**src/design/kpes_pkg.sv**
```systemverilog
package kpes_pkg;

  localparam int KPES_BUTTONS = 32;
  localparam int MASK_W       = 32;
  localparam int IDX_W        = 5;
  localparam int ACT_W        = 2;
  localparam int CNT_W        = 8;
  localparam int CFG_IDX_W    = 1;
  localparam int CFG_DATA_W   = 8;

  localparam logic [ACT_W-1:0] ACT_DOWN = 2'd0;
  localparam logic [ACT_W-1:0] ACT_LONG = 2'd1;
  localparam logic [ACT_W-1:0] ACT_UP   = 2'd2;

  localparam logic [CFG_IDX_W-1:0] REG_PRESS_TH = 1'd0;
  localparam logic [CFG_IDX_W-1:0] REG_LONG_TH  = 1'd1;

  localparam logic [CNT_W-1:0] PRESS_TH_RST = 8'd1;
  localparam logic [CNT_W-1:0] LONG_TH_RST  = 8'd20;
  localparam logic [CNT_W-1:0] COUNT_MAX    = 8'hFF;

  typedef struct packed {
    logic             event_valid;
    logic [IDX_W-1:0] button_index;
    logic [ACT_W-1:0] action;
  } kpes_res_t;

endpackage

```
**src/design/kpes_if.sv**
```systemverilog
interface kpes_in_if import kpes_pkg::*; ();
  logic              valid;
  logic              ready;
  logic [MASK_W-1:0] pressed_mask;

  modport source (output valid, output pressed_mask, input ready);
  modport sink (input valid, input pressed_mask, output ready);
endinterface

interface kpes_out_if import kpes_pkg::*; ();
  logic             valid;
  logic             ready;
  logic             event_valid;
  logic [IDX_W-1:0] button_index;
  logic [ACT_W-1:0] action;

  modport source (output valid, output event_valid, output button_index, output action,
                  input ready);
  modport sink (input valid, input event_valid, input button_index, input action,
                output ready);
endinterface

```
**src/design/kpes_walker.sv**
```systemverilog
module kpes_walker import kpes_pkg::*; #(
  parameter int BUTTONS = KPES_BUTTONS
) (
  input  logic              clk,
  input  logic              rst,
  input  logic              start,
  input  logic [MASK_W-1:0] mask,
  input  logic [CNT_W-1:0]  press_th,
  input  logic [CNT_W-1:0]  long_th,
  input  logic              take,
  output logic              busy,
  output logic              res_valid,
  output kpes_res_t         res
);

  localparam int IW = $clog2(BUTTONS);

  logic [IW-1:0]      cnt;
  logic [IW+IDX_W-1:0] cnt_ext;
  logic               stopped;
  logic [MASK_W-1:0]  mask_sr;
  logic [BUTTONS-1:0] ring;
  logic [CNT_W-1:0]   hold;
  logic [CNT_W-1:0]   hold_next;
  logic [CNT_W-1:0]   hold_inc;
  logic               kd_new;
  logic               hit;
  logic               stop_now;
  logic [ACT_W-1:0]   act;
  logic               last;

  assign cnt_ext  = {{IDX_W{1'b0}}, cnt};
  assign last     = (cnt == IW'(BUTTONS - 1));
  assign hold_inc = (hold == COUNT_MAX) ? hold : hold + CNT_W'(1);

  // one button per cycle: mask bit and key state both sit at bit 0
  always_comb begin
    kd_new    = ring[0];
    hold_next = hold;
    hit       = 1'b0;
    stop_now  = 1'b0;
    act       = ACT_DOWN;
    if (!stopped) begin
      if (mask_sr[0]) begin
        hold_next = hold_inc;
        if (hold_inc >= press_th) begin
          stop_now = 1'b1;
          if (!ring[0]) begin
            kd_new = 1'b1;
            hit    = 1'b1;
            act    = ACT_DOWN;
          end else if (hold_inc >= long_th) begin
            hold_next = long_th;
            hit       = 1'b1;
            act       = ACT_LONG;
          end
        end
      end else if (ring[0]) begin
        kd_new    = 1'b0;
        hold_next = '0;
        hit       = 1'b1;
        act       = ACT_UP;
        stop_now  = 1'b1;
      end
    end
  end

  always_ff @(posedge clk) begin
    if (rst) begin
      busy      <= 1'b0;
      res_valid <= 1'b0;
      stopped   <= 1'b0;
      cnt       <= '0;
      hold      <= '0;
      ring      <= '0;
    end else begin
      if (take) begin
        res_valid <= 1'b0;
      end
      if (start) begin
        busy    <= 1'b1;
        cnt     <= '0;
        stopped <= 1'b0;
      end else if (busy) begin
        // the ring turns a full lap every scan, so it stays aligned
        ring <= {kd_new, ring[BUTTONS-1:1]};
        hold <= hold_next;
        cnt  <= cnt + IW'(1);
        if (stop_now) begin
          stopped <= 1'b1;
        end
        if (last) begin
          busy      <= 1'b0;
          res_valid <= 1'b1;
        end
      end
    end
  end

  always_ff @(posedge clk) begin
    if (start) begin
      mask_sr <= mask;
      res     <= '0;
    end else if (busy) begin
      mask_sr <= {1'b0, mask_sr[MASK_W-1:1]};
      if (hit) begin
        res.event_valid  <= 1'b1;
        res.button_index <= cnt_ext[IDX_W-1:0];
        res.action       <= act;
      end
    end
  end

endmodule

```
**src/design/keypad_press_event_scanner.sv**
```systemverilog
// keypad press event scanner
// in_ch carries one scan per item: pressed_mask, bit row + 8 * line per button.
// out_ch carries one result per scan: event_valid, button_index and action
// (down, long press, released); all three are zero when the scan has no event.
// cfg_we / cfg_index / cfg_data write press_threshold (index 0) and
// long_threshold (index 1); write only while no scan is in flight.
// a scan walks the buttons one per cycle through a mask shift register and a
// ring of key-down bits; the walker then hands its result to the output
// register, which drives out_ch.valid. A new scan is taken only once the
// walker has handed its result on to the output register.
// the output register parts the two sides: while a result waits for
// out_ch.ready the next scan may already be accepted and walked; it is then
// held in the walker until the output register frees up.
// reset (rst, synchronous) marks every key up, clears the hold counter,
// empties both stages and sets the thresholds to 1 and 20.
module keypad_press_event_scanner import kpes_pkg::*; #(
  parameter int BUTTONS = KPES_BUTTONS
) (
  input  logic                  clk,
  input  logic                  rst,
  input  logic                  cfg_we,
  input  logic [CFG_IDX_W-1:0]  cfg_index,
  input  logic [CFG_DATA_W-1:0] cfg_data,
  kpes_in_if.sink               in_ch,
  kpes_out_if.source            out_ch
);

  logic [CNT_W-1:0] press_th;
  logic [CNT_W-1:0] long_th;
  logic             busy;
  logic             res_valid;
  kpes_res_t        res;
  logic             start;
  logic             take;
  logic             out_valid;
  kpes_res_t        out_res;

  assign in_ch.ready = !busy && !res_valid;
  assign start       = in_ch.valid && in_ch.ready;
  assign take        = res_valid && (!out_valid || out_ch.ready);

  always_ff @(posedge clk) begin
    if (rst) begin
      press_th <= PRESS_TH_RST;
      long_th  <= LONG_TH_RST;
    end else if (cfg_we) begin
      case (cfg_index)
        REG_PRESS_TH: press_th <= cfg_data;
        REG_LONG_TH:  long_th  <= cfg_data;
        default: ;
      endcase
    end
  end

  kpes_walker #(
    .BUTTONS (BUTTONS)
  ) u_walker (
    .clk       (clk),
    .rst       (rst),
    .start     (start),
    .mask      (in_ch.pressed_mask),
    .press_th  (press_th),
    .long_th   (long_th),
    .take      (take),
    .busy      (busy),
    .res_valid (res_valid),
    .res       (res)
  );

  always_ff @(posedge clk) begin
    if (rst) begin
      out_valid <= 1'b0;
    end else if (take) begin
      out_valid <= 1'b1;
    end else if (out_ch.ready) begin
      out_valid <= 1'b0;
    end
  end

  always_ff @(posedge clk) begin
    if (take) begin
      out_res <= res;
    end
  end

  assign out_ch.valid        = out_valid;
  assign out_ch.event_valid  = out_res.event_valid;
  assign out_ch.button_index = out_res.button_index;
  assign out_ch.action       = out_res.action;

endmodule

```
**src/flat_wrapper.sv**
```systemverilog
// flat-port wrapper written by rule: the top's interface ports become plain ports
module keypad_press_event_scanner_flat import kpes_pkg::*;
#(
  parameter int BUTTONS = KPES_BUTTONS
)
  (clk, rst, cfg_we, cfg_index, cfg_data, in_ch_valid, in_ch_pressed_mask, in_ch_ready, out_ch_valid, out_ch_event_valid, out_ch_button_index, out_ch_action, out_ch_ready);
  kpes_in_if in_ch_i ();
  kpes_out_if out_ch_i ();
  input  logic clk;
  input  logic rst;
  input  logic cfg_we;
  input  logic [CFG_IDX_W-1:0] cfg_index;
  input  logic [CFG_DATA_W-1:0] cfg_data;
  input wire logic [$bits(in_ch_i.valid)-1:0] in_ch_valid;
  input wire logic [$bits(in_ch_i.pressed_mask)-1:0] in_ch_pressed_mask;
  output wire logic [$bits(in_ch_i.ready)-1:0] in_ch_ready;
  output wire logic [$bits(out_ch_i.valid)-1:0] out_ch_valid;
  output wire logic [$bits(out_ch_i.event_valid)-1:0] out_ch_event_valid;
  output wire logic [$bits(out_ch_i.button_index)-1:0] out_ch_button_index;
  output wire logic [$bits(out_ch_i.action)-1:0] out_ch_action;
  input wire logic [$bits(out_ch_i.ready)-1:0] out_ch_ready;
  assign in_ch_i.valid = in_ch_valid;
  assign in_ch_i.pressed_mask = in_ch_pressed_mask;
  assign in_ch_ready = in_ch_i.ready;
  assign out_ch_valid = out_ch_i.valid;
  assign out_ch_event_valid = out_ch_i.event_valid;
  assign out_ch_button_index = out_ch_i.button_index;
  assign out_ch_action = out_ch_i.action;
  assign out_ch_i.ready = out_ch_ready;
  keypad_press_event_scanner #(.BUTTONS(BUTTONS)) u_core (.clk(clk), .rst(rst), .cfg_we(cfg_we), .cfg_index(cfg_index), .cfg_data(cfg_data), .in_ch(in_ch_i), .out_ch(out_ch_i));
endmodule
```
**config.mk**
```make
export PLATFORM = sky130hd
export DESIGN_NAME = keypad_press_event_scanner_flat
export DESIGN_NICKNAME = d
export VERILOG_FILES = /design/src/design/kpes_pkg.sv /design/src/design/kpes_if.sv /design/src/design/kpes_walker.sv /design/src/design/keypad_press_event_scanner.sv /design/src/flat_wrapper.sv
export SDC_FILE = /design/constraint.sdc
export NUM_CORES = 1
export LEC_CHECK = 0
export CORE_MARGIN = 2
export CORE_UTILIZATION = 40
export CTS_CLUSTER_DIAMETER = 100
export DETAILED_ROUTE_END_ITERATION = 10
export DONT_BUFFER_PORTS = 1
export PLACE_DENSITY_LB_ADDON = 0.2
export SKIP_LAST_GASP = 1
export SLEW_MARGIN = 30
export SYNTH_ARGS = -nofsm -noshare
export SYNTH_HDL_FRONTEND = slang
export SYNTH_SLANG_ARGS = --single-unit
```
**constraint.sdc**
```tcl
create_clock -name clk -period 2.9 [get_ports clk]
set_clock_uncertainty 0.05 [all_clocks]
set_input_delay 0.29 -clock clk [delete_from_list [all_inputs] [get_ports clk]]
set_output_delay 0.29 -clock clk [all_outputs]
set_load 0.01 [all_outputs]
```
**Yosys cells after proc, flatten, opt, wreduce, memory -nomap -nowiden**

Cells that the tools add are included.
Widths: inputs -> output; s select.

- Output and inout port bits: 10
- Word-level logic and storage cells: 77
- Register bits after elaboration: 113

- Reductions and logical operators: 17
- $add $sub $neg: 2
- Magnitude comparators: 2
- Bitwise operators: 3
- Eq/ne operators: 2
- Mux-type cells: 35

Operators with widths:

| kind | count |
|---|---|
| $mux 32 | 2 |
| $mux 8 | 6 |
| $mux 1 | 24 |
| $ge 8x8->1 | 2 |
| $reduce_and 2->1 | 5 |
| $add 8x1->8 const B | 1 |
| $eq 8x8->1 const B | 1 |
| $mux 2 | 3 |
| $reduce_bool 2->1 | 3 |
| $add 5x1->5 const B | 1 |
| $eq 5x5->1 const B | 1 |
| $reduce_and 4->1 | 1 |
| $logic_and 1x1->1 | 3 |
| $logic_not 1->1 | 3 |
| $not 1->1 | 3 |
| $reduce_or 2->1 | 1 |
| $logic_or 1x1->1 | 1 |

**Longest topological paths before layout**

- Depth in word-level cells: 9
- Mapped depth: 11

**Hierarchy**

Synthesis repeated with hierarchy kept, for this count alone.

- Cells, all modules: 493
- Area total of the unflattened synthesis: 5107.4 um^2

By module, submodules not included:

| module | cells an instance | times used | area each (um^2) |
|---|---|---|---|
| kpes_walker | 416 | 1 | 4159.0 |
| keypad_press_event_scanner | 77 | 1 | 948.4 |

**Worst setup path before layout**

OpenSTA, ideal clock, no wires.

- Path type: reg-to-reg
- Start: reg u_core.u_walker.hold[0]
- End: reg, netlist name u_core.u_walker.res[0]
- Path slack: -7 ps
- Arrival time: 2757 ps
- Stages on the path, launching flop included: 12
- Cell sequence: dfxtp_1 ha_1 nand3_1 or2_4 mux2_4 ha_1 nand2_1 o21ai_1 a211oi_1 o31a_1 buf_2 a2111oi_4

- Word-level cells in the longest chain between the ends: 9
- Elaborated cells between the ends (all ways): 16
- Classes of those cells: add/sub (1); order compare (2); eq/ne (1); mux (11); reduce/logical (1)

RTL lines:

| item | line | text |
|---|---|---|
| start: declaration | kpes_walker.sv:23 | `logic [CNT_W-1:0] hold;` |
| start signal: assignment | kpes_walker.sv:87 | `hold <= hold_next;` |
| $add 8x1->8 or $eq 8x8->1 (tied branches) | kpes_walker.sv:34 | `assign hold_inc = (hold == COUNT_MAX) ? hold : hold + CNT_W'(1);` |
| $mux 8 * | kpes_walker.sv:34 |  |
| $ge 8x8->1 | kpes_walker.sv:52 | `end else if (hold_inc >= long_th) begin` |
| $mux 1 | kpes_walker.sv:52 |  |
| $mux 1 | kpes_walker.sv:48 | `if (!ring[0]) begin` |
| $mux 1 | kpes_walker.sv:46 | `if (hold_inc >= press_th) begin` |
| $mux 1 | kpes_walker.sv:44 | `if (mask_sr[0]) begin` |
| $mux 1 | kpes_walker.sv:43 | `if (!stopped) begin` |
| $reduce_and 2->1 (no line) | -- |  |

Every way passes the cells marked *; elsewhere a longest branch is shown, timed or not.
A chain may end at the register's enable or synchronous reset.

**Worst setup path after layout**

- Start: reg u_core.u_walker.hold[0]
- End: reg u_core.u_walker.hold[1]

- Word-level cells in the longest chain between the ends: 7
- Elaborated cells between the ends (all ways): 9
- Classes of those cells: add/sub (1); order compare (2); eq/ne (1); mux (5)

RTL lines:

| item | line |
|---|---|
| $add 8x1->8 or $eq 8x8->1 (tied branches) | kpes_walker.sv:34 |
| $mux 8 * | kpes_walker.sv:34 |
| $ge 8x8->1 | kpes_walker.sv:52 |
| $mux 8 | kpes_walker.sv:52 |
| $mux 8 | kpes_walker.sv:48 |
| $mux 8 * | kpes_walker.sv:46 |
| $mux 8 * | kpes_walker.sv:44 |

Marked as above.

==> summary.md <==
| Metric | Value |
|---|---|
| Fmax achieved | 0.349 GHz |
| Register-to-register setup slack | 0.03 ns |
| Minimum hold slack | 0.00890 ns |
| Number of detailed-routing iterations run before antenna repair | 4 |
| Least-Margin Pin Slew | 0.842 ns |
| Maximum vdd ir drop | 0.000381 V |
| Worst relative slew slack | 43.8% |
| Overall die width | 116 µm |
| Met2 track utilization from global routing | 24.7% |
| Area of the multi-input gates | 2400 µm² |
| Sequential share of the synthesized area | 52.8% |
| TritonCTS clock tree | done |
| Area share of the leading cell type in the synthesized netlist | 29.0% |
| Post-Synth XOR/XNOR Area | 0.869% |
| Drt first-iter violations | 251 |
| Proportion of layout cells with a drive suffix above 1 | 17.7% |
| Total number of nets in the final design | 634 |
| Synthesized instance count | 527 |
| CP Capture Type | register |
| Prevailing post-synth register cell | dfxtp_1 |
| Syn Nets | 592 |
| Most Frequent Cell on Critical Path | ha_4 |
| Number of sinks on the clock net | 113 |
| Startpoint type of the worst setup path | register |
| Library cell with the highest instance count after synthesis | nand2_1 |
| All-layer global routing usage | 16.1% |
| Vias in the first global route | 3554 |
| Clock latency at the later pin of the worst-skew pair | 0.41 ns |
| Leading post-synthesis cells by cell area | dfxtp_1 29%, edfxtp_1 24%, nand2_1 11% |
| Clock slew at reported path FFs | 0.05 ns |
| Number of cells in the finished layout apart from fillers | 754 |
| Logic depth of the worst setup path including buffers | 10 |
| Die ar. | 13500 µm² |
| M1 GR Usage | 21.5% |
| RD Place Congestion | 0.791 |
| Power share of the clock group | 51.9% |
| Top fanout value on the critical path | 4 |
| Multiplexer fraction of the synthesized cell area | 8.07% |
| Unrepaired setup endpoints after global routing | true |
| Part of the total power dissipated in combinational logic | 8.6% |
| H-tree lvl count | 4 |
| PD cells | 696 nW/µm² |
| Reported leakage power | 2.67 nW |
| Status | completed |
| Global routing's busiest layer | met2 |
| Simple-Gate Fraction of Synth Area | 20.3% |
| FP Rows | 41 |
| Reported max-cap violation count | 0 |
| Post-DRT Antenna Nets | 0 |
| Kind of critical path | register to register |
| # port buffers | 0 |
| Cell types with the highest counts after synthesis | 144 x nand2_1, 73 x dfxtp_1, 54 x nor2_1 |
| Main combinational cell family by area after synthesis | simple AND/OR/NAND/NOR gates |
| Data required time at the worst endpoint | 3.14 ns |
| Number of placed instances with taps included | 698 |
| Routing usage on met3 | 5.14% |
| Worst reg2reg path depth | 10 |
| Distinct cells, synth | 52 |
| Final-layout fill cell count | 1111 |
| Portion of total power attributed to sequential cells | 39.5% |
| Residual DRC | 0 |
| Sw power | 949 µW |
| Num CTS Buffers | 17 |
| Final-report setup violation count | 0 |
| Routed via count | 3687 |
| Overall overflow remaining after global route | 0 |
| Hold Crit Class | input pin to register |
| Buffer and inverter count on the worst path | 1 |
| Global-route wire length before repair | 17000 µm |
| Worst hold path stage count | 2 |
| Design internal power | 3.57 mW |
| Synth Area per Inst | 9.56 µm² |
| Starting density of the core | 40.4% |
| Wire length after detailed routing | 10700 µm |
| Share of the cycle needed by the critical path after routing | 98.8% |
| Layout Area Growth over Synthesis | 28.7% |
| Core ar. | 12500 µm² |
| Vertical die dimension | 116 µm |
| Largest net degree at the start of global routing | 52 |
| Routed wire length per instance | 14.2 µm |
| Post-DP HPWL | 6830 µm |
| Post-detailed-route via-to-cell ratio | 4.89 |
| Clock Root Buffer | clkbuf_16 |
| Post-synth EDFFs | 40 |
| Final Hold Vio Count | 0 |
| CTS Buffer Depth | 2 |
| Family of cells with the greatest summed delay on the critical path | compound AO/OA/AOI/OAI gates |
| Cell Chain, Critical Path | ha_4 -> nand3_2 -> or2_4 -> mux2_4 -> ha_4 -> a2111o_1 -> buf_4 -> a31o_4 -> a31o_1 -> a32o_1 |
| Synth Area in Adders | 4.72% |
| Critical Path Slowest Stage Cell | a2111o_1 |
| Time the final worst path needs with I/O delays and setup | 2.87 ns |
| Combined flip-flop and latch cell area | 2670 µm² |
| Cell taking the most area after synthesis | dfxtp_1 |
| Compound-cell area share of the yosys netlist | 9.33% |
| Switching fraction of total power | 21.0% |
| Endpoint arrival time on the critical path | 3.11 ns |
| Number of placed I/O pins | 56 |
| Number of warnings reported in the yosys synthesis log | 0 |
| Netlist area before placement | 5040 µm² |
| Synthesized flop and latch total | 113 |
| Slew Limit Fails | 0 |
| Antenna violations before repair | 0 |
| Biggest cell delay along the critical path | 0.39 ns |
| Async S/R FF share, synth | 0% |
| Number of inserted diodes | 0 |
-- power by group through the flow --
| stage | sequential (mW) | clock (mW) | combinational [mW] |
|---|---|---|---|
| finish | 1.79 | 2.34 | 0.389 |
| global route | 1.79 | 2.46 | 0.434 |
| CTS | 1.78 | 2.37 | 0.360 |
| detailed placement | 1.82 | 0 | 0.305 |
| global placement | 1.81 | 0 | 0.300 |
| floorplan | 1.80 | 0 | 0.248 |
-- final timing paths --
check                                        startpoint                            end
worst max-delay path            u_core.u_walker.hold[0]        u_core.u_walker.hold[1]
worst min-delay path                        cfg_data[7]              u_core.long_th[7]
worst max register to register  u_core.u_walker.hold[0]        u_core.u_walker.hold[1]
worst min register to register   u_core.u_walker.res[3]  u_core.out_ch.button_index[1]
-- worst reg2reg max path, cell delays in order, from the launching register on --
cell and delay [ns]:
dfxtp_2 0.36, ha_4 0.14, nand3_2 0.08, or2_4 0.28, mux2_4 0.35, ha_4 0.24
a2111o_1 0.39, buf_4 0.15, a31o_4 0.24, a31o_1 0.22, a32o_1 0.25
-- cell families after synthesis --
group           Yosys count
buf+inv                  49
flops                   113
mux                      40
fa+ha+maj                19
xor+xnor                  5
simple gates            239
compound gates           62
-- area by class of cell --
class	count	share of cell area, %
well taps	172	3.32
clock inverters	12	3.24
flip-flops and latches	113	41.1
repair buffers	50	7.00
multi-input cells	365	37.0
clock buffers	20	7.04
inverters	22	1.27
-- cell usage in the layout (no fill, tap or decap), types with 4 or more instances in the layout --
master	count
a21oi_1	21
a221o_1	6
a31oi_2	5
and2_1	4
buf_4	28
bufinv_16	6
clkbuf_16	17
dfxtp_1	69
dfxtp_2	4
dlygate4sd3_1	17
edfxtp_1	40
ha_1	14
ha_4	5
inv_1	21
mux2i_1	38
nand2_1	142
nand2b_1	5
nand3b_1	4
nor2_1	52
nor2b_1	5
o311a_1	5
xnor2_1	4
-- registers in the layout, indices dropped and copies added, names as in the netlist, 2 cells and up --
signal,cells
u_core.out_ch.button_index,5
u_core.u_walker.hold,8
u_core.long_th,8
u_core.u_walker.cnt,5
u_core.u_walker.ring,32
u_core.u_walker.res,8
u_core.u_walker.mask_sr,32
u_core.out_ch.action,2
u_core.press_th,8
-- per-layer routing --
metal | up-vias | wire length (µm)
met3 | 9 | 517
met2 | 74 | 5180
met4 | 0 | 105
met5 | - | 0
met1 | 1717 | 4890
li1 | 1887 | -
-- stage by stage --
stage	instance area (µm²)	utilization (%)	power (mW)	setup slack (ns)	setup TNS, ns
6_report	6490	52.0	4.52	0.0345	0
5_1_grt	6490	52.0	4.68	-0.0485	-0.401
4_1_cts	6290	50.5	4.52	-0.00473	-0.00473
3_5_place_dp	5350	42.9	2.12	-0.0828	-0.239
3_3_place_gp	5350	42.9	2.11	0.0116	0
2_1_floorplan	5040	-	2.05	0.00437	0
-- repair_timing --
action | in CTS | in global routing
gates resized for setup | 13 | 27
setup endpoints to repair | 8 | 16
pin swaps | 8 | 19
endpoints found under the hold margin | 58 | 2
hold buffers | 16 | 2
setup buffers | 4 | 2
Power figures use the tool's default switching activity.
